`config.mk`:
```
export PLATFORM = sky130hd
export DESIGN_NAME = calendar_date_step
export DESIGN_NICKNAME = d
export VERILOG_FILES = /design/src/design/cds_pkg.sv /design/src/design/cds_date_calc.sv /design/src/design/calendar_date_step.sv
export SDC_FILE = /design/constraint.sdc
export NUM_CORES = 1
export LEC_CHECK = 0
export BUFFER_PORTS_ARGS = -buffer_cell sky130_fd_sc_hd__buf_2
export CAP_MARGIN = 20
export CELL_PAD_IN_SITES_DETAIL_PLACEMENT = 1
export CELL_PAD_IN_SITES_GLOBAL_PLACEMENT = 1
export CORE_UTILIZATION = 48
export DETAILED_ROUTE_END_ITERATION = 8
export PLACE_DENSITY_LB_ADDON = 0.3
export SYNTH_ARGS = -nofsm -noshare
export SYNTH_HDL_FRONTEND = slang
export SYNTH_SLANG_ARGS = --single-unit
```
`constraint.sdc`:
```
create_clock -name clk -period 13.9 [get_ports clk]
set_input_delay 2.78 -clock clk [delete_from_list [all_inputs] [get_ports clk]]
set_output_delay 2.78 -clock clk [all_outputs]
set_load 0.1 [all_outputs]
```
`src/design/cds_pkg.sv`:
```
// ----------------------------------------------------------------------------
// cds_pkg
// Shared types and constants for the calendar date step block.
// ----------------------------------------------------------------------------
`default_nettype none

package cds_pkg;

    // request codes
    localparam logic REQ_NEXT = 1'b0;
    localparam logic REQ_PREV = 1'b1;

    localparam logic [3:0] MONTH_JAN = 4'd1;
    localparam logic [3:0] MONTH_FEB = 4'd2;
    localparam logic [3:0] MONTH_MAR = 4'd3;
    localparam logic [3:0] MONTH_APR = 4'd4;
    localparam logic [3:0] MONTH_MAY = 4'd5;
    localparam logic [3:0] MONTH_JUN = 4'd6;
    localparam logic [3:0] MONTH_JUL = 4'd7;
    localparam logic [3:0] MONTH_AUG = 4'd8;
    localparam logic [3:0] MONTH_SEP = 4'd9;
    localparam logic [3:0] MONTH_OCT = 4'd10;
    localparam logic [3:0] MONTH_NOV = 4'd11;
    localparam logic [3:0] MONTH_DEC = 4'd12;

    localparam logic [4:0] DAY_FIRST   = 5'd1;
    localparam logic [4:0] DAY_LAST_DEC = 5'd31;

    localparam logic [13:0] YEAR_MIN = 14'd0;
    localparam logic [13:0] YEAR_MAX = 14'd9999;

    // multiplicative inverse of 25 modulo 2^14, and the largest product
    // that a multiple of 25 can give
    localparam logic [13:0] INV25       = 14'd7209;
    localparam logic [13:0] DIV25_LIMIT = 14'd655;

    localparam logic [26:0] YEAR_SCALE = 27'd10000;

    typedef enum logic [1:0] {
        YSTEP_NONE,
        YSTEP_INC,
        YSTEP_DEC
    } ystep_t;

    typedef struct packed {
        logic [13:0] in_year;
        logic [3:0]  in_month;
        logic [4:0]  in_day;
        logic        req_type;
    } date_req_t;

    typedef struct packed {
        logic [13:0] out_year;
        logic [3:0]  out_month;
        logic [4:0]  out_day;
        logic [26:0] packed_date;
        logic        input_valid;
        logic        input_leap;
        logic        range_limit;
    } date_rsp_t;

    function automatic logic [4:0] month_len(input logic leap, input logic [3:0] month);
        logic [4:0] len;
        case (month)
            MONTH_JAN, MONTH_MAR, MONTH_MAY, MONTH_JUL,
            MONTH_AUG, MONTH_OCT, MONTH_DEC: len = 5'd31;
            MONTH_APR, MONTH_JUN, MONTH_SEP, MONTH_NOV: len = 5'd30;
            MONTH_FEB: len = leap ? 5'd29 : 5'd28;
            default: len = 5'd0;
        endcase
        return len;
    endfunction

endpackage

`default_nettype wire

```
`src/design/cds_date_calc.sv`:
```
// ----------------------------------------------------------------------------
// cds_date_calc
// Single-pass date logic: leap test, validity, adjacent date and packed form.
// ----------------------------------------------------------------------------
`default_nettype none

module cds_date_calc
    import cds_pkg::*;
(
    input  wire date_req_t date,
    output date_rsp_t      result
);

    logic [13:0] y;
    logic [3:0]  m;
    logic [4:0]  d;
    logic        prev;

    logic [13:0] y_inv;
    logic        div4;
    logic        div16;
    logic        div25;
    logic        leap;
    logic [4:0]  mlen;
    logic [4:0]  prev_mlen;
    logic        valid;

    logic [13:0] ry;
    logic [3:0]  rm;
    logic [4:0]  rd;
    logic        limit;
    ystep_t      ystep;

    logic [26:0] year_base;
    logic [26:0] year_part;
    logic [26:0] month_part;

    assign y    = date.in_year;
    assign m    = date.in_month;
    assign d    = date.in_day;
    assign prev = date.req_type;

    // divisible by 25 iff y * inv(25) mod 2^14 lands in the low band
    assign y_inv = y * INV25;
    assign div4  = (y[1:0] == 2'd0);
    assign div16 = (y[3:0] == 4'd0);
    assign div25 = (y_inv <= DIV25_LIMIT);
    // leap: /4 and not /100, or /400 (= /16 and /25)
    assign leap  = (div4 && !div25) || (div16 && div25);

    assign mlen      = month_len(leap, m);
    assign prev_mlen = month_len(leap, m - 4'd1);

    assign valid = (y <= YEAR_MAX) && (m >= MONTH_JAN) && (m <= MONTH_DEC) &&
                   (d >= DAY_FIRST) && (d <= mlen);

    always_comb
    begin
        ry    = y;
        rm    = m;
        rd    = d;
        limit = 1'b0;
        ystep = YSTEP_NONE;
        if (valid)
        begin
            if (prev == REQ_NEXT)
            begin
                if (d < mlen)
                begin
                    rd = d + 5'd1;
                end
                else if (m < MONTH_DEC)
                begin
                    rm = m + 4'd1;
                    rd = DAY_FIRST;
                end
                else if (y < YEAR_MAX)
                begin
                    ry    = y + 14'd1;
                    rm    = MONTH_JAN;
                    rd    = DAY_FIRST;
                    ystep = YSTEP_INC;
                end
                else
                begin
                    limit = 1'b1;
                end
            end
            else
            begin
                if (d > DAY_FIRST)
                begin
                    rd = d - 5'd1;
                end
                else if (m > MONTH_JAN)
                begin
                    rm = m - 4'd1;
                    rd = prev_mlen;
                end
                else if (y > YEAR_MIN)
                begin
                    ry    = y - 14'd1;
                    rm    = MONTH_DEC;
                    rd    = DAY_LAST_DEC;
                    ystep = YSTEP_DEC;
                end
                else
                begin
                    limit = 1'b1;
                end
            end
        end
    end

    // year scaling runs off the input year in parallel with the step logic
    assign year_base = 27'(y) * YEAR_SCALE;

    always_comb
    begin
        case (ystep)
            YSTEP_INC: year_part = year_base + YEAR_SCALE;
            YSTEP_DEC: year_part = year_base - YEAR_SCALE;
            default:   year_part = year_base;
        endcase
    end

    // month * 100 = month * (64 + 32 + 4)
    assign month_part = (27'(rm) << 6) + (27'(rm) << 5) + (27'(rm) << 2);

    always_comb
    begin
        result.out_year    = ry;
        result.out_month   = rm;
        result.out_day     = rd;
        result.packed_date = year_part + month_part + 27'(rd);
        result.input_valid = valid;
        result.input_leap  = leap;
        result.range_limit = limit;
    end

endmodule

`default_nettype wire

```
`src/design/calendar_date_step.sv`:
```
// ----------------------------------------------------------------------------
// calendar_date_step
// Next or previous Gregorian day, with validity, leap and range flags.
// ----------------------------------------------------------------------------
// Usage:
//   date channel (date_valid / date_ready / date) carries one request: a
//   year, month, day and the step direction (0 next day, 1 previous day).
//   result channel (result_valid / result_ready / result) returns one item
//   per request: the adjacent date, the date packed as YYYYMMDD and flags.
//   An invalid date or a step outside years 0 to 9999 returns the input.
//   A request is written into the input register when it is accepted,
//   passes once through the date logic and is then loaded into the result
//   register, which drives result_valid. Throughput is one request per
//   cycle; the two registers form a pipeline that keeps moving as long as
//   result_ready is high.
//   When the receiver stalls, the result register holds its item and the
//   input register fills; date_ready drops only when both hold an item.
//   Reset (rst_n low, asynchronous) empties both stages; no request is
//   lost or repeated across a stall.
// ----------------------------------------------------------------------------
`default_nettype none

module calendar_date_step
    import cds_pkg::*;
(
    input  wire            clk,
    input  wire            rst_n,
    input  wire            date_valid,
    output logic           date_ready,
    input  wire date_req_t date,
    output logic           result_valid,
    input  wire            result_ready,
    output date_rsp_t      result
);

    logic      s1_valid_reg;
    logic      s1_valid_next;
    date_req_t s1_data_reg;
    logic      s2_valid_reg;
    logic      s2_valid_next;
    date_rsp_t s2_data_reg;
    date_rsp_t calc_result;
    logic      s2_ready;
    logic      s1_load;
    logic      s2_load;

    assign s2_ready   = !s2_valid_reg || result_ready;
    assign date_ready = !s1_valid_reg || s2_ready;
    assign s1_load    = date_valid && date_ready;
    assign s2_load    = s1_valid_reg && s2_ready;

    always_comb
    begin
        s1_valid_next = s1_valid_reg;
        if (date_ready)
        begin
            s1_valid_next = date_valid;
        end
        s2_valid_next = s2_valid_reg;
        if (s2_ready)
        begin
            s2_valid_next = s1_valid_reg;
        end
    end

    always_ff @(posedge clk or negedge rst_n)
    begin
        if (!rst_n)
        begin
            s1_valid_reg <= 1'b0;
            s2_valid_reg <= 1'b0;
        end
        else
        begin
            s1_valid_reg <= s1_valid_next;
            s2_valid_reg <= s2_valid_next;
        end
    end

    always_ff @(posedge clk)
    begin
        if (s1_load)
        begin
            s1_data_reg <= date;
        end
        if (s2_load)
        begin
            s2_data_reg <= calc_result;
        end
    end

    cds_date_calc u_calc (
        .date   (s1_data_reg),
        .result (calc_result)
    );

    assign result_valid = s2_valid_reg;
    assign result       = s2_data_reg;

endmodule

`default_nettype wire

```
---- Word level (Yosys, flattened, before mapping) ----
Index checks and enable logic that the tools add are counted.
storage, ports and cells
  bits in registers ....................... 79
  input bits .............................. 28
  output and inout port bits .............. 55
  word-level logic and storage cells ...... 128
cells by class
  $add $sub $neg .......................... 12
  $mul .................................... 2
  $lt $le $gt $ge ......................... 12
  equal/unequal tests ..................... 26
  muxes and demuxes ....................... 43
  reduce and logical (&&, ||, !) cells .... 20
operator list
  operator                count
  $mux 14                 8
  $pmux 27 s2             1
  $eq 4x4->1 const B      10
  $mux 5                  8
  $eq 4x3->1 const B      8
  $mux 4                  8
  $pmux 5 s3              2
  $add 27x14->27 const B  1
  $add 27x27->27          1
  $add 27x5->27           1
  $add 27x6->27           1
  $sub 27x14->27 const B  1
  $mul 14x10->23 const B  1
  $eq 4x2->1 const B      4
  $add 14x1->14 const B   1
  $gt 14x1->1 const B     1
  $le 14x10->1 const B    1
  $le 14x14->1 const B    1
  $lt 14x14->1 const B    1
  $mul 14x13->14 const B  1
  $mux 2                  7
  $reduce_or 7->1         2
  $sub 14x1->14 const B   1
  $add 10x9->11           1
  22 further kinds        43

---- Longest topological paths before layout ----
Gate-level depths: netlist of run 1.
  depth in word-level cells ............... 15
  mapped depth ............................ 43
  mapped depth without buffers ............ 42

---- By module ----
A second synthesis of run 1 with hierarchy kept.
unflattened totals
  cell total of the unflattened synthesis .. 983
  area, all modules ....................... 9536.6 µm²
by module, submodules not included
  module              times used  cells an instance  area an instance (µm²)  sequential area each (µm²)
  cds_date_calc       1           898                7120.6                  0.0
  calendar_date_step  1           85                 2416.1                  2362.3

---- Least setup slack after synthesis of run 1 ----
OpenSTA, ideal clock, no wires.
  path kind ............................... flip-flop to flip-flop
  start point ............................. register s1_data_reg[11] (netlist bit)
  end point ............................... register s2_data_reg, in the netlist result[21] (data pin)
  library setup time ...................... 0.263 ns
  arrival time ............................ 10.029 ns
  data required time ...................... 13.637 ns
  path slack .............................. 3.608 ns
  cell stages (with the launch flop) ...... 42
  path buffers ............................ 4
  clock period less this slack ............ 10.292 ns
  cell sequence ........................... edfxtp_1 > fa_1 > ha_1 > ha_1 > inv_1 > fa_1 > fa_1 > inv_1 > ha_1 > o21a_1 > nor2_1 > xnor3_1 > a2111oi_0 > o221ai_1 > o21a_1 > o41a_1 > ha_1 > nor2b_1 > [6 not listed] > nand2_1 > ha_1 > buf_2 > buf_1 > clkbuf_1 > clkbuf_1 > xnor2_1 > fa_1 > ha_1 > a21o_1 > nand2_1 > a21boi_0 > o22ai_1 > o21ai_0 > inv_1 > or3_1 > or3_1 > xor2_1
RTL lines
  element                 line                      source
  from (decl)             calendar_date_step.sv:38  date_req_t s1_data_reg;
  from (signal assigned)  calendar_date_step.sv:84  s1_data_reg <= date;
  to (signal assigned)    calendar_date_step.sv:88  s2_data_reg <= calc_result;
  to (decl)               calendar_date_step.sv:41  date_rsp_t s2_data_reg;

==> results of run 1 <==
[power by group through the flow]
stage | Combinational (uW) | Sequential, uW | Clock [uW]
final | 1970 | 365 | 251
after global routing | 2150 | 370 | 261
after CTS | 1960 | 366 | 256
after detailed placement | 1940 | 370 | 0
after global placement | 1890 | 369 | 0
after floorplan | 1260 | 665 | 0
[stage by stage]
step                hold WS (ps)  cells
detailed placement           475   1395
global placement             471   1395
global route                 516   1411
CTS                          493   1411
finish                       490   1411
floorplan                    449   1064
[worst max path at each step]
stage,from,to,slack (ps)
4_1_cts,s1_data_reg[10],result[21],2040
2_1_floorplan,s1_data_reg[11],result[21],3610
6_report,s1_data_reg[10],result[21],1960
3_5_place_dp,s1_data_reg[10],result[21],2130
3_3_place_gp,s1_data_reg[10],result[21],2620
5_1_grt,s1_data_reg[10],result[21],1080
[area by class of cell]
cell class	count	area, um2
Fill cell	2334	9340
Multi-Input combinational cell	804	6910
Sequential cell	77	2300
Inverter	154	578
Timing Repair Buffer	90	470
Tap cell	270	338
Clock buffer	10	229
Clock inverter	6	68.8
[cells in the mapped netlist, drive strengths merged (11+ instances only)]
master,count
ha,183
inv,153
edfxtp,75
xnor2,61
nand2,56
a21oi,55
nor2,50
o21ai,48
fa,44
clkbuf,20
a21o,19
nand3,19
nor3,19
nand4,18
o21a,17
o211ai,16
nand2b,15
xor2,15
a31oi,14
and3,12
mux2i,11
[worst max-delay path, delay by kind of cell (launching register included)]
family                   cells  cell delay (ps)
XOR/XNOR                     3              630
AND/OR/NAND/NOR              7             2140
adder cells (fa/ha/maj)     11             4500
flip-flops                   1              810
buffers and inverters        4              290
AO/OA/AOI/OAI               15             3290
[kinds of logic after synthesis]
logic type	after synthesis
adders and majority gates	227
muxes	15
and+or+nand+nor	238
DFF	77
AOI/OAI and AO/OA	247
buffers and inverters	183
xor gates and xnor gates	77
[per-layer routing]
layer  up-vias  routed length, um  GRT usage
li1       3909                  -          -
met3        33               1040     0.0301
met1      4064              12200      0.342
met2       197              13200      0.457
met5         -                  0          0
met4         0                448     0.0721
==> reports/qor.csv, run 1 <==
metric,value,unit
Worst EP arrival,12050,ps
RSZ-0062 raised after global routing,false,
P_int,1170,uW
Hold Crit Start,s1_valid_reg,
share of layout cells above drive strength 1,0.115,
Initial DRC Count,420,
adder-cell share of the synthesized area,0.320,
antenna-violating nets left,0,
R2R Setup Slk,1960,ps
startpoint types,flip-flop,
PortBufs,82,
post-synthesis mux area share,0.0156,
cells on worst reg2reg path,40,
skew final,14.9,ps
Synthesis Warnings,0,
post-synthesis simple-gate area fraction,0.123,
largest net degree at the start of global routing,52,
actual slew at the worst max-slew pin,1100,ps
Initial DRT Pass Iterations,5,
mean routed wirelength per cell,19.0,um
post-synthesis compound-gate area fraction,0.168,
vias in the first global route,8611,
total track usage,0.262,
largest stage delay on the critical path,810,ps
outcome,"complete, no violations",
worst hold stages,1,
slew margin rel.,0.247,
synthesis-stage register bit count,77,
worst vdd ir,195,uV
final WL,26.9,mm
combinational share of power,0.761,
PnR worst setup slack,1960,ps
Post-route DRC,0,
RD Place Congestion,0.871,
post-CTS resize count,0,
n_diodes,0,
initial antenna violation count,0,
mapped cell area,0.00992,mm2
Clock transition at path regs,80,ps
core area,0.0202,mm2
Max Freq,0.0837,GHz
Die Width,146,um
CTS Root Cell,clkbuf_16,
capturing point of the worst reg2reg path,result[21],
"leading cell types in the layout, fill and taps excluded","183 x ha_1, 153 x inv_1, 82 x buf_2, 75 x edfxtp_1, 61 x xnor2_1",
WP data required,14010,ps
GRT overflow,0,
"Non-Filler Cell Area, Final",0.0109,mm2
Post-Syn Instances,1064,
Final Hold Fails,0,
largest family of logic cells by synthesized area,adder cells,
fin crit share,0.859,
area share of the largest cell type after synthesis,0.231,
"Seq/Total Area, Yosys",0.232,
first-pass GRT wire length,44.3,mm
"slowest stage cell, crit path",edfxtp_1,
Clock Power Share,0.097,
Most used DFF post-synth,edfxtp_1,
PwrDens,237,mW/mm2
Max Cap Viol,0,
die footprint,0.0213,mm2
die height,146,um
Post-synth EDFFs,75,
CTS tree,yes,
hold buffer count at CTS,0,
minimum clock period,11940,ps
most frequent CP cell,ha_1,
final setup fails,0,
Bufs on Longest Clock Path,2,
Total Power,2580,uW
Post-synth ARST share,0.0260,
max FFs per register,51,
Switching Share,0.548,
std cell rows,52,
"Worst Path Class, Setup",reg -> reg,
Slew Limit Fails,0,
peak fanout along the critical path,20,
hold worst-path end,result_valid,
vias,8203,
Mean Syn Cell Area,9.33,um2
syn nets,1319,
CTS Sinks,77,
R2R Path Start,s1_data_reg[10],
Util after Layout,0.539,
starting density of the core,0.490,
XOR/XNOR share of the synthesized area,0.0694,
Final nets,1391,
io pins,83,
total negative setup slack,0,ps
vias per std cell,5.81,
main area contributors after synthesis,"ha_1 23%, edfxtp_1 23%, fa_1 8.9%",
DP Area,0.0106,mm2
Worst-Skew Late Latency,360,ps
"area leader, netlist",ha_1,
library cells used by synthesis,81,
CTS buffer count,9,
Place WS,2130,ps
leakage dissipation,0.00505,uW
setup bufs post-CTS,0,
"commonest non-fill, non-tap cell in the layout",ha_1,
H-tree levels,3,
Min-Delay Path Class,reg -> reg,
Detail Placement HPWL,21.0,mm
Net Sw Power,1410,uW
crit path capture type,flip-flop,
area grow syn2layout,9.84,%
Reg power frac,0.141,
No activity file was read; power rests on OpenSTA's default activity.
==> run 2: changes to the inputs <==
- CORE_UTILIZATION: 48 -> 49
- SYNTH_HIERARCHICAL: unset -> 1
==> reports/qor.csv, run 2 <==
metric,value,unit
"count leader, synth",ha_1,
"leading cell types in the layout, fill and taps excluded","173 x ha_1, 153 x inv_1, 82 x buf_2, 77 x edfxtp_1, 60 x nand2_1",
most frequent CP cell,ha_1,
adder-cell share of the synthesized area,0.324,
post-synthesis simple-gate area fraction,0.116,
H-tree levels,3,
"Worst Path Class, Setup",reg -> reg,
post-synthesis compound-gate area fraction,0.143,
largest stage delay on the critical path,690,ps
initial antenna violation count,0,
final setup fails,0,
skew final,9.68,ps
Initial DRC Count,385,
largest net degree at the start of global routing,37,
XOR/XNOR share of the synthesized area,0.0758,
area share of the largest cell type after synthesis,0.242,
hold buffer count at CTS,0,
max FFs per register,53,
share of layout cells above drive strength 1,0.121,
Initial DRT Pass Iterations,4,
cells on worst reg2reg path,46,
CTS tree,yes,
vias,7552,
RD Place Congestion,0.877,
fin crit share,0.864,
"Seq/Total Area, Yosys",0.248,
hold worst-path end,result_valid,
CTS buffer count,9,
total track usage,0.268,
Worst-Skew Late Latency,360,ps
Final nets,1304,
WP data required,14000,ps
startpoint types,flip-flop,
"slowest stage cell, crit path",nand2_1,
Post-route DRC,0,
Post-synth EDFFs,77,
synthesis-stage register bit count,79,
post-synthesis mux area share,0.0192,
post-CTS resize count,0,
peak fanout along the critical path,27,
starting density of the core,0.505,
PwrDens,232,mW/mm2
Die Width,142,um
Synthesis Warnings,6,
Slew Limit Fails,0,
Hold Crit Start,s1_valid_reg,
Final Hold Fails,0,
R2R Path Start,s1_data_reg[13],
leakage dissipation,0.00495,uW
GRT overflow,0,
Total Power,2430,uW
largest family of logic cells by synthesized area,adder cells,
total negative setup slack,0,ps
Mean Syn Cell Area,9.70,um2
capturing point of the worst reg2reg path,result[26],
worst hold stages,1,
final WL,25.4,mm
vias per std cell,5.71,
mapped cell area,0.00954,mm2
CTS Root Cell,clkbuf_16,
outcome,"complete, no violations",
Worst EP arrival,12100,ps
Bufs on Longest Clock Path,2,
"Non-Filler Cell Area, Final",0.0105,mm2
Min-Delay Path Class,reg -> reg,
PortBufs,82,
"area leader, netlist",edfxtp_1,
"top cells by count, synth","173 x ha_1, 153 x inv_1, 77 x edfxtp_1",
"commonest non-fill, non-tap cell in the layout",ha_1,
CTS Sinks,79,
die height,142,um
Max Freq,0.0833,GHz
Most used DFF post-synth,edfxtp_1,
first-pass GRT wire length,41.5,mm
std cell rows,50,
io pins,83,
R2R Setup Slk,1890,ps
crit path capture type,flip-flop,
antenna-violating nets left,0,
slew margin rel.,0.325,
mean routed wirelength per cell,19.2,um
core area,0.0189,mm2
library cells used by synthesis,89,
DP Area,0.0102,mm2
main area contributors after synthesis,"edfxtp_1 24%, ha_1 23%, fa_1 9.7%",
RSZ-0062 raised after global routing,false,
actual slew at the worst max-slew pin,1010,ps
Detail Placement HPWL,19.8,mm
Max Cap Viol,0,
Post-synth ARST share,0.0253,
n_diodes,0,
syn nets,1230,
die footprint,0.0200,mm2
setup bufs post-CTS,0,
Post-Syn Instances,983,
Clock transition at path regs,70,ps
minimum clock period,12010,ps
vias in the first global route,8200,
worst vdd ir,141,uV
area grow syn2layout,9.91,%
==> run 2: cell types whose count changed after synthesis, sizes merged, moves of 5 or more <==
cell	before	now
xnor2	61	54
xor2	15	26
ha	183	173
o211ai	16	3
nand4	18	8
clkbuf	20	14
nor3	19	12
a21oi	55	45
o21ai	48	43
==> run 2: cell type report <==
cell class	count	area, um2
Sequential cell	79	2360
Multi-Input combinational cell	728	6470
Timing Repair Buffer	85	433
Tap cell	260	325
Clock inverter	5	81.3
Inverter	154	578
Clock buffer	11	233
Fill cell	2189	8410
==> run 2: worst max path at each step <==
stage                    startpoint         end  slack (ps)  depth (start not counted)
CTS                 s1_data_reg[13]  result[26]        1970                         45
global route        s1_data_reg[13]  result[26]         990                         45
detailed placement  s1_data_reg[13]  result[26]        2090                         44
global placement    s1_data_reg[10]  result[26]        2620                         41
finish              s1_data_reg[13]  result[26]        1890                         46
floorplan           s1_data_reg[11]  result[26]        4410                         41
==> run 2: metal layers <==
metal	track usage	share of wire	up-vias
li1	-	-	3572
met1	0.326	0.44	3779
met2	0.485	0.51	161
met3	0.0375	0.033	40
met4	0.0889	0.023	0
met5	0	0	-
==> run 2: per-stage QoR <==
step / hold slack, ps / setup slack (ps) / cells / util
2_1_floorplan: 511 / 4410 / 983 / -
3_3_place_gp: 535 / 2620 / 1306 / 0.538
3_5_place_dp: 533 / 2090 / 1306 / 0.538
4_1_cts: 559 / 1970 / 1322 / 0.555
5_1_grt: 587 / 993 / 1322 / 0.555
6_report: 545 / 1890 / 1322 / 0.555
==> run 2: worst max-delay path: cells and delay by family (launching register included) <==
kind                     cells  cell delay [ps]
adder cells (fa/ha/maj)     11             3960
AO/OA/AOI/OAI               15             3240
AND/OR/NAND/NOR             12             2930
buffers and inverters        5              650
flip-flops                   1              630
XOR/XNOR                     3              330
==> run 2: cell families (layout without fill, tap and decap cells) <==
kind of cell | count (synthesis) | after routing
DFF | 79 | 79
muxes | 15 | 15
xor gates and xnor gates | 81 | 81
AOI/OAI and AO/OA | 202 | 202
and+or+nand+nor | 211 | 211
adders and majority gates | 219 | 219
buffers and inverters | 176 | 255
==> run 2: report_power, final <==
group	leakage (uW)	switching, uW	internal (uW)
Clock	0.000150	106	158
Sequential	0.000762	23.7	349
Combinational	0.00403	1170	630
